==> config.mk <==
export PLATFORM = sky130hd
export DESIGN_NAME = script_tokenizer
export DESIGN_NICKNAME = d
export VERILOG_FILES = /design/src/rtl/stok_pkg.sv /design/src/rtl/stok_front.sv /design/src/rtl/stok_queue.sv /design/src/rtl/stok_back.sv /design/src/rtl/script_tokenizer.sv
export SDC_FILE = /design/constraint.sdc
export NUM_CORES = 1
export LEC_CHECK = 0
export BUFFER_PORTS_ARGS = -buffer_cell sky130_fd_sc_hd__buf_2
export CAP_MARGIN = 20
export CORE_MARGIN = 8
export CORE_UTILIZATION = 64
export CTS_CLUSTER_SIZE = 16
export DETAILED_ROUTE_END_ITERATION = 8
export PLACE_DENSITY = 0.81
export RECOVER_POWER = 100
export SETUP_SLACK_MARGIN = 0.15
export SYNTH_ARGS = -nofsm -noshare
export SYNTH_HDL_FRONTEND = slang
export SYNTH_SLANG_ARGS = --single-unit
==> constraint.sdc <==
create_clock -name aclk -period 6.3 [get_ports aclk]
set_input_delay 0 -clock aclk [delete_from_list [all_inputs] [get_ports aclk]]
set_output_delay 0 -clock aclk [all_outputs]
set_load 0.02 [all_outputs]
==> src/rtl/stok_pkg.sv <==
// Shared types and constants for the script tokenizer.
// Depends on nothing; every other rtl file imports it.
`default_nettype none
package stok_pkg;

    // Byte values the scanner cares about
    localparam logic [7:0] CH_COMMENT = 8'h3B;
    localparam logic [7:0] CH_QUOTE   = 8'd34;
    localparam logic [7:0] CH_SPACE   = 8'd32;
    localparam logic [7:0] CH_NEWLINE = 8'h0A;

    localparam int DEF_MAX_TOKEN_CHARS = 63;
    localparam int DEF_LINE_BITS       = 16;
    localparam int DEF_QUEUE_DEPTH     = 4;
    localparam int LINE_NUM_W          = 16;

    typedef enum logic [2:0] {
        CLS_SPACE,
        CLS_NEWLINE,
        CLS_SEMI,
        CLS_QUOTE,
        CLS_TEXT
    } byte_class_t;

    typedef struct packed {
        logic [7:0] script_byte;
        logic       last_byte;
    } in_item_t;

    typedef struct packed {
        logic                  has_char;
        logic [7:0]            token_char;
        logic                  token_start;
        logic                  token_end;
        logic                  is_quoted;
        logic [LINE_NUM_W-1:0] line_number;
        logic                  crossed_newline;
        logic                  end_of_script;
    } out_item_t;

    typedef struct packed {
        byte_class_t cls;
        logic [7:0]  data;
        logic        last;
    } q_entry_t;

endpackage
`default_nettype wire

==> src/rtl/stok_front.sv <==
// Front end: accepts script bytes and tags each with its character class.
// Depends on stok_pkg; feeds stok_queue.
`default_nettype none
module stok_front (
    input  wire logic               s_valid,
    output logic                    s_ready,
    input  wire stok_pkg::in_item_t s_data,
    input  wire logic               q_full,
    output logic                    q_push,
    output stok_pkg::q_entry_t      q_wdata
);
    import stok_pkg::*;

    byte_class_t cls;

    always_comb begin
        if (s_data.script_byte == CH_NEWLINE) begin
            cls = CLS_NEWLINE;
        end else if (s_data.script_byte <= CH_SPACE) begin
            cls = CLS_SPACE;
        end else if (s_data.script_byte == CH_COMMENT) begin
            cls = CLS_SEMI;
        end else if (s_data.script_byte == CH_QUOTE) begin
            cls = CLS_QUOTE;
        end else begin
            cls = CLS_TEXT;
        end
    end

    assign s_ready      = !q_full;
    assign q_push       = s_valid && !q_full;
    assign q_wdata.cls  = cls;
    assign q_wdata.data = s_data.script_byte;
    assign q_wdata.last = s_data.last_byte;

endmodule
`default_nettype wire

==> src/rtl/stok_queue.sv <==
// Short queue of classified bytes between front and back end.
// Depends on stok_pkg.
`default_nettype none
module stok_queue #(
    parameter int DEPTH = stok_pkg::DEF_QUEUE_DEPTH
) (
    input  wire logic               aclk,
    input  wire logic               aresetn,
    input  wire logic               push,
    input  wire stok_pkg::q_entry_t wdata,
    output logic                    full,
    input  wire logic               pop,
    output logic                    not_empty,
    output stok_pkg::q_entry_t      rdata
);
    import stok_pkg::*;

    localparam int PTR_W = (DEPTH > 1) ? $clog2(DEPTH) : 1;
    localparam int CNT_W = $clog2(DEPTH + 1);

    q_entry_t            slot_reg [DEPTH];
    logic [PTR_W-1:0]    wr_ptr_reg, wr_ptr_next;
    logic [PTR_W-1:0]    rd_ptr_reg, rd_ptr_next;
    logic [CNT_W-1:0]    count_reg, count_next;
    logic                do_push, do_pop;

    assign full      = (count_reg == CNT_W'(DEPTH));
    assign not_empty = (count_reg != '0);
    assign rdata     = slot_reg[rd_ptr_reg];
    assign do_push   = push && !full;
    assign do_pop    = pop && not_empty;

    always_comb begin
        wr_ptr_next = wr_ptr_reg;
        rd_ptr_next = rd_ptr_reg;
        count_next  = count_reg;
        if (do_push) begin
            wr_ptr_next = (wr_ptr_reg == PTR_W'(DEPTH - 1)) ? '0 : wr_ptr_reg + 1'b1;
        end
        if (do_pop) begin
            rd_ptr_next = (rd_ptr_reg == PTR_W'(DEPTH - 1)) ? '0 : rd_ptr_reg + 1'b1;
        end
        if (do_push && !do_pop) begin
            count_next = count_reg + 1'b1;
        end else if (do_pop && !do_push) begin
            count_next = count_reg - 1'b1;
        end
    end

    always_ff @(posedge aclk) begin
        if (!aresetn) begin
            wr_ptr_reg <= '0;
            rd_ptr_reg <= '0;
            count_reg  <= '0;
        end else begin
            wr_ptr_reg <= wr_ptr_next;
            rd_ptr_reg <= rd_ptr_next;
            count_reg  <= count_next;
        end
    end

    always_ff @(posedge aclk) begin
        if (do_push) begin
            slot_reg[wr_ptr_reg] <= wdata;
        end
    end

endmodule
`default_nettype wire

==> src/rtl/stok_back.sv <==
// Back end: scan state machine, line counter and result register.
// Depends on stok_pkg; drains stok_queue.
`default_nettype none
module stok_back #(
    parameter int MAX_TOKEN_CHARS = stok_pkg::DEF_MAX_TOKEN_CHARS,
    parameter int LINE_BITS       = stok_pkg::DEF_LINE_BITS
) (
    input  wire logic               aclk,
    input  wire logic               aresetn,
    input  wire logic               q_not_empty,
    input  wire stok_pkg::q_entry_t q_rdata,
    output logic                    q_pop,
    output logic                    m_valid,
    input  wire logic               m_ready,
    output stok_pkg::out_item_t     m_data
);
    import stok_pkg::*;

    localparam int LEN_W = $clog2(MAX_TOKEN_CHARS + 1);
    localparam logic [LEN_W-1:0] MAX_L = LEN_W'(MAX_TOKEN_CHARS);

    typedef enum logic [2:0] {
        M_SKIP,
        M_COMMENT,
        M_PLAIN,
        M_QUOTED,
        M_DROP,
        M_ENDED
    } mode_t;

    mode_t                mode_reg, mode_next;
    logic [LEN_W-1:0]     len_reg, len_next, len_inc;
    logic [LINE_BITS-1:0] line_reg, line_next, line_bump;
    logic                 nl_reg, nl_next;
    logic                 out_valid_reg, out_valid_next;
    out_item_t            out_reg, out_next;

    logic                 produce, end_only, tok_end, cut;
    logic                 is_ws, is_nl, last;

    assign q_pop   = q_not_empty && (!out_valid_reg || m_ready);
    assign m_valid = out_valid_reg;
    assign m_data  = out_reg;

    assign len_inc   = len_reg + 1'b1;
    assign line_bump = (line_reg != '1) ? line_reg + 1'b1 : line_reg;
    assign is_nl     = (q_rdata.cls == CLS_NEWLINE);
    assign is_ws     = is_nl || (q_rdata.cls == CLS_SPACE);
    assign last      = q_rdata.last;

    always_comb begin
        mode_next = mode_reg;
        len_next  = len_reg;
        line_next = line_reg;
        nl_next   = nl_reg;
        produce   = 1'b0;
        end_only  = 1'b0;
        tok_end   = 1'b0;
        cut       = 1'b0;
        out_next  = '0;

        case (mode_reg)
            M_ENDED: begin
            end
            M_SKIP: begin
                if (is_ws) begin
                    if (is_nl) begin
                        line_next = line_bump;
                        nl_next   = 1'b1;
                    end
                    end_only = last;
                end else if (q_rdata.cls == CLS_SEMI) begin
                    mode_next = M_COMMENT;
                    end_only  = last;
                end else if (q_rdata.cls == CLS_QUOTE) begin
                    len_next = '0;
                    if (last) begin
                        produce               = 1'b1;
                        out_next.token_start  = 1'b1;
                        out_next.token_end    = 1'b1;
                        out_next.is_quoted    = 1'b1;
                        out_next.end_of_script = 1'b1;
                        nl_next               = 1'b0;
                        mode_next             = M_ENDED;
                    end else begin
                        mode_next = M_QUOTED;
                    end
                end else begin
                    len_next               = LEN_W'(1);
                    tok_end                = last || (LEN_W'(1) >= MAX_L);
                    produce                = 1'b1;
                    out_next.has_char      = 1'b1;
                    out_next.token_char    = q_rdata.data;
                    out_next.token_start   = 1'b1;
                    out_next.token_end     = tok_end;
                    out_next.end_of_script = last;
                    if (tok_end) begin
                        nl_next   = 1'b0;
                        mode_next = last ? M_ENDED : M_SKIP;
                    end else begin
                        mode_next = M_PLAIN;
                    end
                end
            end
            M_COMMENT: begin
                if (is_nl) begin
                    line_next = line_bump;
                    nl_next   = 1'b1;
                    mode_next = M_SKIP;
                end
                end_only = last;
            end
            M_PLAIN: begin
                if (is_ws || q_rdata.cls == CLS_SEMI) begin
                    produce                = 1'b1;
                    out_next.token_end     = 1'b1;
                    out_next.end_of_script = last;
                    nl_next                = 1'b0;
                    if (is_nl) begin
                        line_next = line_bump;
                        nl_next   = 1'b1;
                    end
                    if (last) begin
                        mode_next = M_ENDED;
                    end else if (q_rdata.cls == CLS_SEMI) begin
                        mode_next = M_COMMENT;
                    end else begin
                        mode_next = M_SKIP;
                    end
                end else begin
                    len_next               = len_inc;
                    tok_end                = last || (len_inc >= MAX_L);
                    produce                = 1'b1;
                    out_next.has_char      = 1'b1;
                    out_next.token_char    = q_rdata.data;
                    out_next.token_start   = (len_reg == '0);
                    out_next.token_end     = tok_end;
                    out_next.end_of_script = last;
                    if (tok_end) begin
                        nl_next   = 1'b0;
                        mode_next = last ? M_ENDED : M_SKIP;
                    end
                end
            end
            M_QUOTED: begin
                if (q_rdata.cls == CLS_QUOTE) begin
                    produce                = 1'b1;
                    out_next.token_start   = (len_reg == '0);
                    out_next.token_end     = 1'b1;
                    out_next.is_quoted     = 1'b1;
                    out_next.end_of_script = last;
                    nl_next                = 1'b0;
                    mode_next              = last ? M_ENDED : M_SKIP;
                end else begin
                    len_next               = len_inc;
                    cut                    = (len_inc >= MAX_L);
                    tok_end                = cut || last;
                    produce                = 1'b1;
                    out_next.has_char      = 1'b1;
                    out_next.token_char    = q_rdata.data;
                    out_next.token_start   = (len_reg == '0);
                    out_next.token_end     = tok_end;
                    out_next.is_quoted     = 1'b1;
                    out_next.end_of_script = last;
                    if (tok_end) begin
                        nl_next = 1'b0;
                    end
                    if (last) begin
                        mode_next = M_ENDED;
                    end else if (cut) begin
                        mode_next = M_DROP;
                    end
                end
            end
            M_DROP: begin
                mode_next = M_SKIP;
                end_only  = last;
            end
            default: begin
                mode_next = M_SKIP;
            end
        endcase

        // end-only result reports the line state after this byte
        if (end_only) begin
            produce                = 1'b1;
            out_next               = '0;
            out_next.end_of_script = 1'b1;
            mode_next              = M_ENDED;
        end
        out_next.line_number     = end_only ? LINE_NUM_W'(line_next) : LINE_NUM_W'(line_reg);
        out_next.crossed_newline = end_only ? nl_next : nl_reg;
    end

    always_comb begin
        out_valid_next = out_valid_reg && !m_ready;
        if (q_pop && produce) begin
            out_valid_next = 1'b1;
        end
    end

    always_ff @(posedge aclk) begin
        if (!aresetn) begin
            mode_reg      <= M_SKIP;
            len_reg       <= '0;
            line_reg      <= LINE_BITS'(1);
            nl_reg        <= 1'b0;
            out_valid_reg <= 1'b0;
            out_reg       <= '0;
        end else begin
            out_valid_reg <= out_valid_next;
            if (q_pop) begin
                mode_reg <= mode_next;
                len_reg  <= len_next;
                line_reg <= line_next;
                nl_reg   <= nl_next;
            end
            if (q_pop && produce) begin
                out_reg <= out_next;
            end
        end
    end

endmodule
`default_nettype wire

==> src/rtl/script_tokenizer.sv <==
// Script tokenizer top level: front end, byte queue and back end.
// Depends on stok_pkg, stok_front, stok_queue and stok_back.
//
// Usage
//   s_valid/s_ready/s_data carry one script byte per transaction, with
//   last_byte marking the final byte. m_valid/m_ready/m_data carry the
//   result transactions: one per token character, one per token close
//   (closing whitespace, semicolon or quote) and one for the final byte.
//   Bytes that only skip whitespace or comments give no result.
//
// Timing
//   One byte is taken per cycle sustained while m_ready stays high. The
//   front end classifies the byte and writes it into a QUEUE_DEPTH-entry
//   queue in the same cycle; the back end's scan state machine pops it
//   once the result register is empty or being taken, and loads the
//   result register. The scan state update bounds the rate.
//
// Reset and stall
//   aresetn (synchronous, active low) empties the queue, clears the result
//   register and returns the scanner to skipping whitespace on line one.
//   When m_ready is low the result is held; the back end stops popping
//   and the front end keeps accepting until the queue is full.
//   After the final byte further bytes are consumed without results.
`default_nettype none
module script_tokenizer #(
    parameter int MAX_TOKEN_CHARS = stok_pkg::DEF_MAX_TOKEN_CHARS,
    parameter int LINE_BITS       = stok_pkg::DEF_LINE_BITS,
    parameter int QUEUE_DEPTH     = stok_pkg::DEF_QUEUE_DEPTH
) (
    input  wire logic                aclk,
    input  wire logic                aresetn,
    input  wire logic                s_valid,
    output logic                     s_ready,
    input  wire stok_pkg::in_item_t  s_data,
    output logic                     m_valid,
    input  wire logic                m_ready,
    output stok_pkg::out_item_t      m_data
);
    import stok_pkg::*;

    // front end to queue
    logic     q_push;
    logic     q_full;
    q_entry_t q_wdata;

    // queue to back end
    logic     q_pop;
    logic     q_not_empty;
    q_entry_t q_rdata;

    stok_front u_front (
        .s_valid (s_valid),
        .s_ready (s_ready),
        .s_data  (s_data),
        .q_full  (q_full),
        .q_push  (q_push),
        .q_wdata (q_wdata)
    );

    stok_queue #(
        .DEPTH (QUEUE_DEPTH)
    ) u_queue (
        .aclk      (aclk),
        .aresetn   (aresetn),
        .push      (q_push),
        .wdata     (q_wdata),
        .full      (q_full),
        .pop       (q_pop),
        .not_empty (q_not_empty),
        .rdata     (q_rdata)
    );

    // scan state, line counting and the result register live here
    stok_back #(
        .MAX_TOKEN_CHARS (MAX_TOKEN_CHARS),
        .LINE_BITS       (LINE_BITS)
    ) u_back (
        .aclk        (aclk),
        .aresetn     (aresetn),
        .q_not_empty (q_not_empty),
        .q_rdata     (q_rdata),
        .q_pop       (q_pop),
        .m_valid     (m_valid),
        .m_ready     (m_ready),
        .m_data      (m_data)
    );

endmodule
`default_nettype wire

==> impl_metrics.py <==
metrics = {
    "clock_tree": {
        "cts_tree": "done",
        "clock_latency_ns": 0.53,
        "clkTransAtPathRegs_ns": 0.06,
        "cts_buffers": 17,
        "htree_levels": 4,
        "cts_sinks": 114,
        "clockRootBuffer": "clkbuf_8",
        "post_cts_buffers": 0,
        "cts_hold_buf": 12,
        "clock_path_buffers": 2,
        "ctsResizeCount": 0,
    },
    "critical_path": {
        "crit_slowest_cell": "mux4_1",
        "arrival_ns": 4.25,
        "crit_family": "simple AND/OR/NAND/NOR gates",
        "worst-path-buf-inv": 0,
        "end_kind": "flip-flop",
        "critical_path_peak_fanout": 24,
        "worstPathRequired_ns": 6.66,
        "worstReg2RegEnd": "u_back.m_data[3]",
        "cpPeakStageDelay_ns": 0.87,
        "worst-r2r-setup-slack_ns": 2.41,
        "path_cells": "mux4_1, nor2_1, nand3_1, nor3_1, mux2i_1, a21oi_1",
        "critPathKind": "reg -> reg",
        "cp-start-kind": "flip-flop",
        "reg2reg_depth": 6,
    },
    "timing": {
        "fin_crit_ns": 3.89,
        "hold_violations": 0,
        "finalSetupViolations": 0,
        "finalHoldWorstSlack_ns": 0.323,
        "worst_slack_ns": 2.41,
        "slew_viol_final": 0,
        "finalClockSkew_ns": 0.0109,
        "rsz0062_at_grt": "false",
        "fmax_ghz": 0.257,
        "worst_slew_pin_slew_ns": 1.27,
        "period_share_pct": 61.7,
        "fin_tns_setup_ns": 0,
        "max_slew_margin_pct": 15.3,
    },
    "drt": {
        "vias": 4284,
        "drc_errors": 0,
        "finalWirelength_mm": 13.3,
        "post_drt_wl_per_cell_um": 20.1,
        "dr.first_iter.drc_count": 369,
        "route.met3.wl_mm": 1.20,
        "drt_pass1_iterations": 5,
        "top_layer": "met4",
        "avgViaCountPerCell": 6.44,
        "detail-route-antenna-nets": 0,
        "dr_wl_met2_mm": 6.39,
        "met1Wirelength_mm": 5.31,
    },
    "place": {
        "placed_area_sq_mm": 0.00567,
        "dp_hpwl_mm": 8.12,
        "placed_cells": 619,
        "dpl_worst_slack_ns": 3.01,
        "place.gp.congestion": 0.877,
        "port_buffers": 44,
    },
    "worst_hold_path": {
        "holdPathStages": 4,
        "min_from": "m_ready",
        "holdCritPathClass": "in -> reg",
        "hold_end": "u_back.m_valid",
    },
    "pwr": {
        "power_density_mw_per_mm2": 497,
        "pwr-share-seq_pct": 33.6,
        "totalPowerFinal_mw": 3.11,
        "pwr-share-clk_pct": 30.3,
        "ir_drop_v": 0.000359,
        "p_sw_mw": 1.28,
        "p_leak_nw": 2.13,
        "p_int_mw": 1.83,
        "combPwrFrac_pct": 36.1,
        "swShare_pct": 41.3,
    },
    "outcome": {
        "status": "complete, no violations",
    },
    "layout": {
        "layout_common_cells": "dfxtp_1, edfxtp_1, clkbuf_1",
        "largest_reg_flops": 48,
        "fill_cells": 563,
        "fin_cells": 665,
        "layout.nets": 571,
        "layout_commonest_cell": "dfxtp_1",
        "synthToLayoutAreaGrowth_pct": 14.1,
        "fin_util_pct": 75.8,
        "final_cell_area_sq_mm": 0.00626,
        "drive_above_1_share_pct": 9.11,
        "n_antenna_cell": 0,
    },
    "floorplan": {
        "coreArea_sq_mm": 0.00826,
        "row_count": 33,
        "io_pins": 45,
        "die_w_um": 109,
        "chipHeight_um": 109,
        "start_util_pct": 66.4,
        "dieArea_sq_mm": 0.0118,
    },
    "global_routing": {
        "grt_max_degree": 39,
        "gr-total-overflow": 0,
        "grt_use_total_pct": 23.4,
        "antenna_found_initial": 0,
        "grt_first_pass_wirelength_mm": 20.9,
        "grt_pass1_vias": 3981,
    },
    "synth": {
        "yosysWarningCount": 0,
        "syn_area_per_cell_sq_um": 11.0,
        "syn_nets": 522,
        "synth.distinct_cells": 67,
        "synth_area_sq_mm": 0.00548,
        "ys.flop_type": "dfxtp_1",
        "synth_cells": 498,
        "ys_ff_latch": 114,
        "ys_seq_area_share_pct": 50.4,
        "synth-edff-count": 48,
        "async_flop_share_pct": 0,
    },
    "job": {
        "cap_violations": 0,
    },
}
## Yosys cell counts, types with 3 or more instances
cell | instances | share of area, %
a31oi_1 | 7 | 0.80
nor2_4 | 3 | 0.62
nand4_1 | 7 | 0.80
nor3_1 | 7 | 0.64
o31ai_1 | 4 | 0.55
nand2_1 | 29 | 2.0
nand3_1 | 12 | 1.1
buf_6 | 6 | 1.2
o21ai_0 | 36 | 3.3
a22oi_1 | 4 | 0.55
xnor2_1 | 24 | 3.8
and2_1 | 8 | 0.91
and4_1 | 6 | 0.96
mux4_1 | 11 | 5.3
a21oi_1 | 37 | 3.4
nand2b_1 | 3 | 0.34
and3_1 | 11 | 1.3
o221a_2 | 3 | 0.62
a22o_1 | 9 | 1.4
ha_1 | 10 | 2.3
inv_1 | 13 | 0.89
nor4_1 | 17 | 1.9
or3_1 | 3 | 0.34
edfxtp_1 | 48 | 26
xor2_1 | 3 | 0.48
nor2_1 | 34 | 2.3
mux2i_1 | 5 | 0.91
clkbuf_1 | 13 | 0.89
nor4_2 | 5 | 1.1
dfxtp_1 | 66 | 24
buf_2 | 9 | 0.82
## metal layers
metal / vias to the layer above / track usage [%]
met1: 2023 / 28.1
met5: - / 0
met3: 39 / 7.67
met4: 0 / 11.1
met2: 229 / 37.1
li1: 1993 / -
## kinds of logic (layout without fill, tap and decap cells)
| family | count (synthesis) | after routing | share of synthesized area (%) |
|---|---|---|---|
| adders and majority gates | 11 | 11 | 2.65 |
| muxes | 17 | 17 | 6.59 |
| xor gates and xnor gates | 27 | 27 | 4.31 |
| and+or+nand+nor | 164 | 164 | 17.5 |
| DFF | 114 | 114 | 50.4 |
| AOI/OAI and AO/OA | 124 | 124 | 14.7 |
| buffers and inverters | 41 | 103 | 3.83 |
## worst register-to-register path, cell delays in order, from the launching register on
cell and delay (ns):
dfxtp_1 0.76, mux4_1 0.87, nor2_1 0.39, nand3_1 0.71, nor3_1 0.64, mux2i_1 0.27, a21oi_1 0.09
## worst max path at each step
stage | start | end | slack [ns] | cells past startpoint
floorplan | u_queue.count_reg[0] | u_queue.count_reg[2] | 3.58 | 10
global placement | flip-flop | u_back.mode_reg[0] | 3.10 | 6
detailed placement | flip-flop | u_back.mode_reg[0] | 3.01 | 6
CTS | flip-flop | u_back.mode_reg[0] | 2.99 | 6
global route | flip-flop | u_back.m_data[3] | 2.14 | 6
finish | flip-flop | u_back.m_data[3] | 2.41 | 6
## power by group through the flow
stage | registers, mW | logic (mW) | clock network (mW)
finish | 1.04 | 1.12 | 0.943
global placement | 1.04 | 1.11 | 0
detailed placement | 1.05 | 1.13 | 0
global route | 1.06 | 1.21 | 0.984
floorplan | 1.09 | 0.864 | 0
CTS | 1.04 | 1.16 | 0.945
## layout make-up
cell class / count / area [sq um] / share of cell area, %
sequential: 114 / 2760 / 44.2
multi-input combinational: 343 / 2440 / 39.0
clock buffer: 17 / 414 / 6.62
timing repair buffer: 58 / 295 / 4.72
clock inverter: 15 / 163 / 2.60
tap: 105 / 131 / 2.10
inverter: 13 / 48.8 / 0.780
No activity file was read; power rests on OpenSTA's default activity.
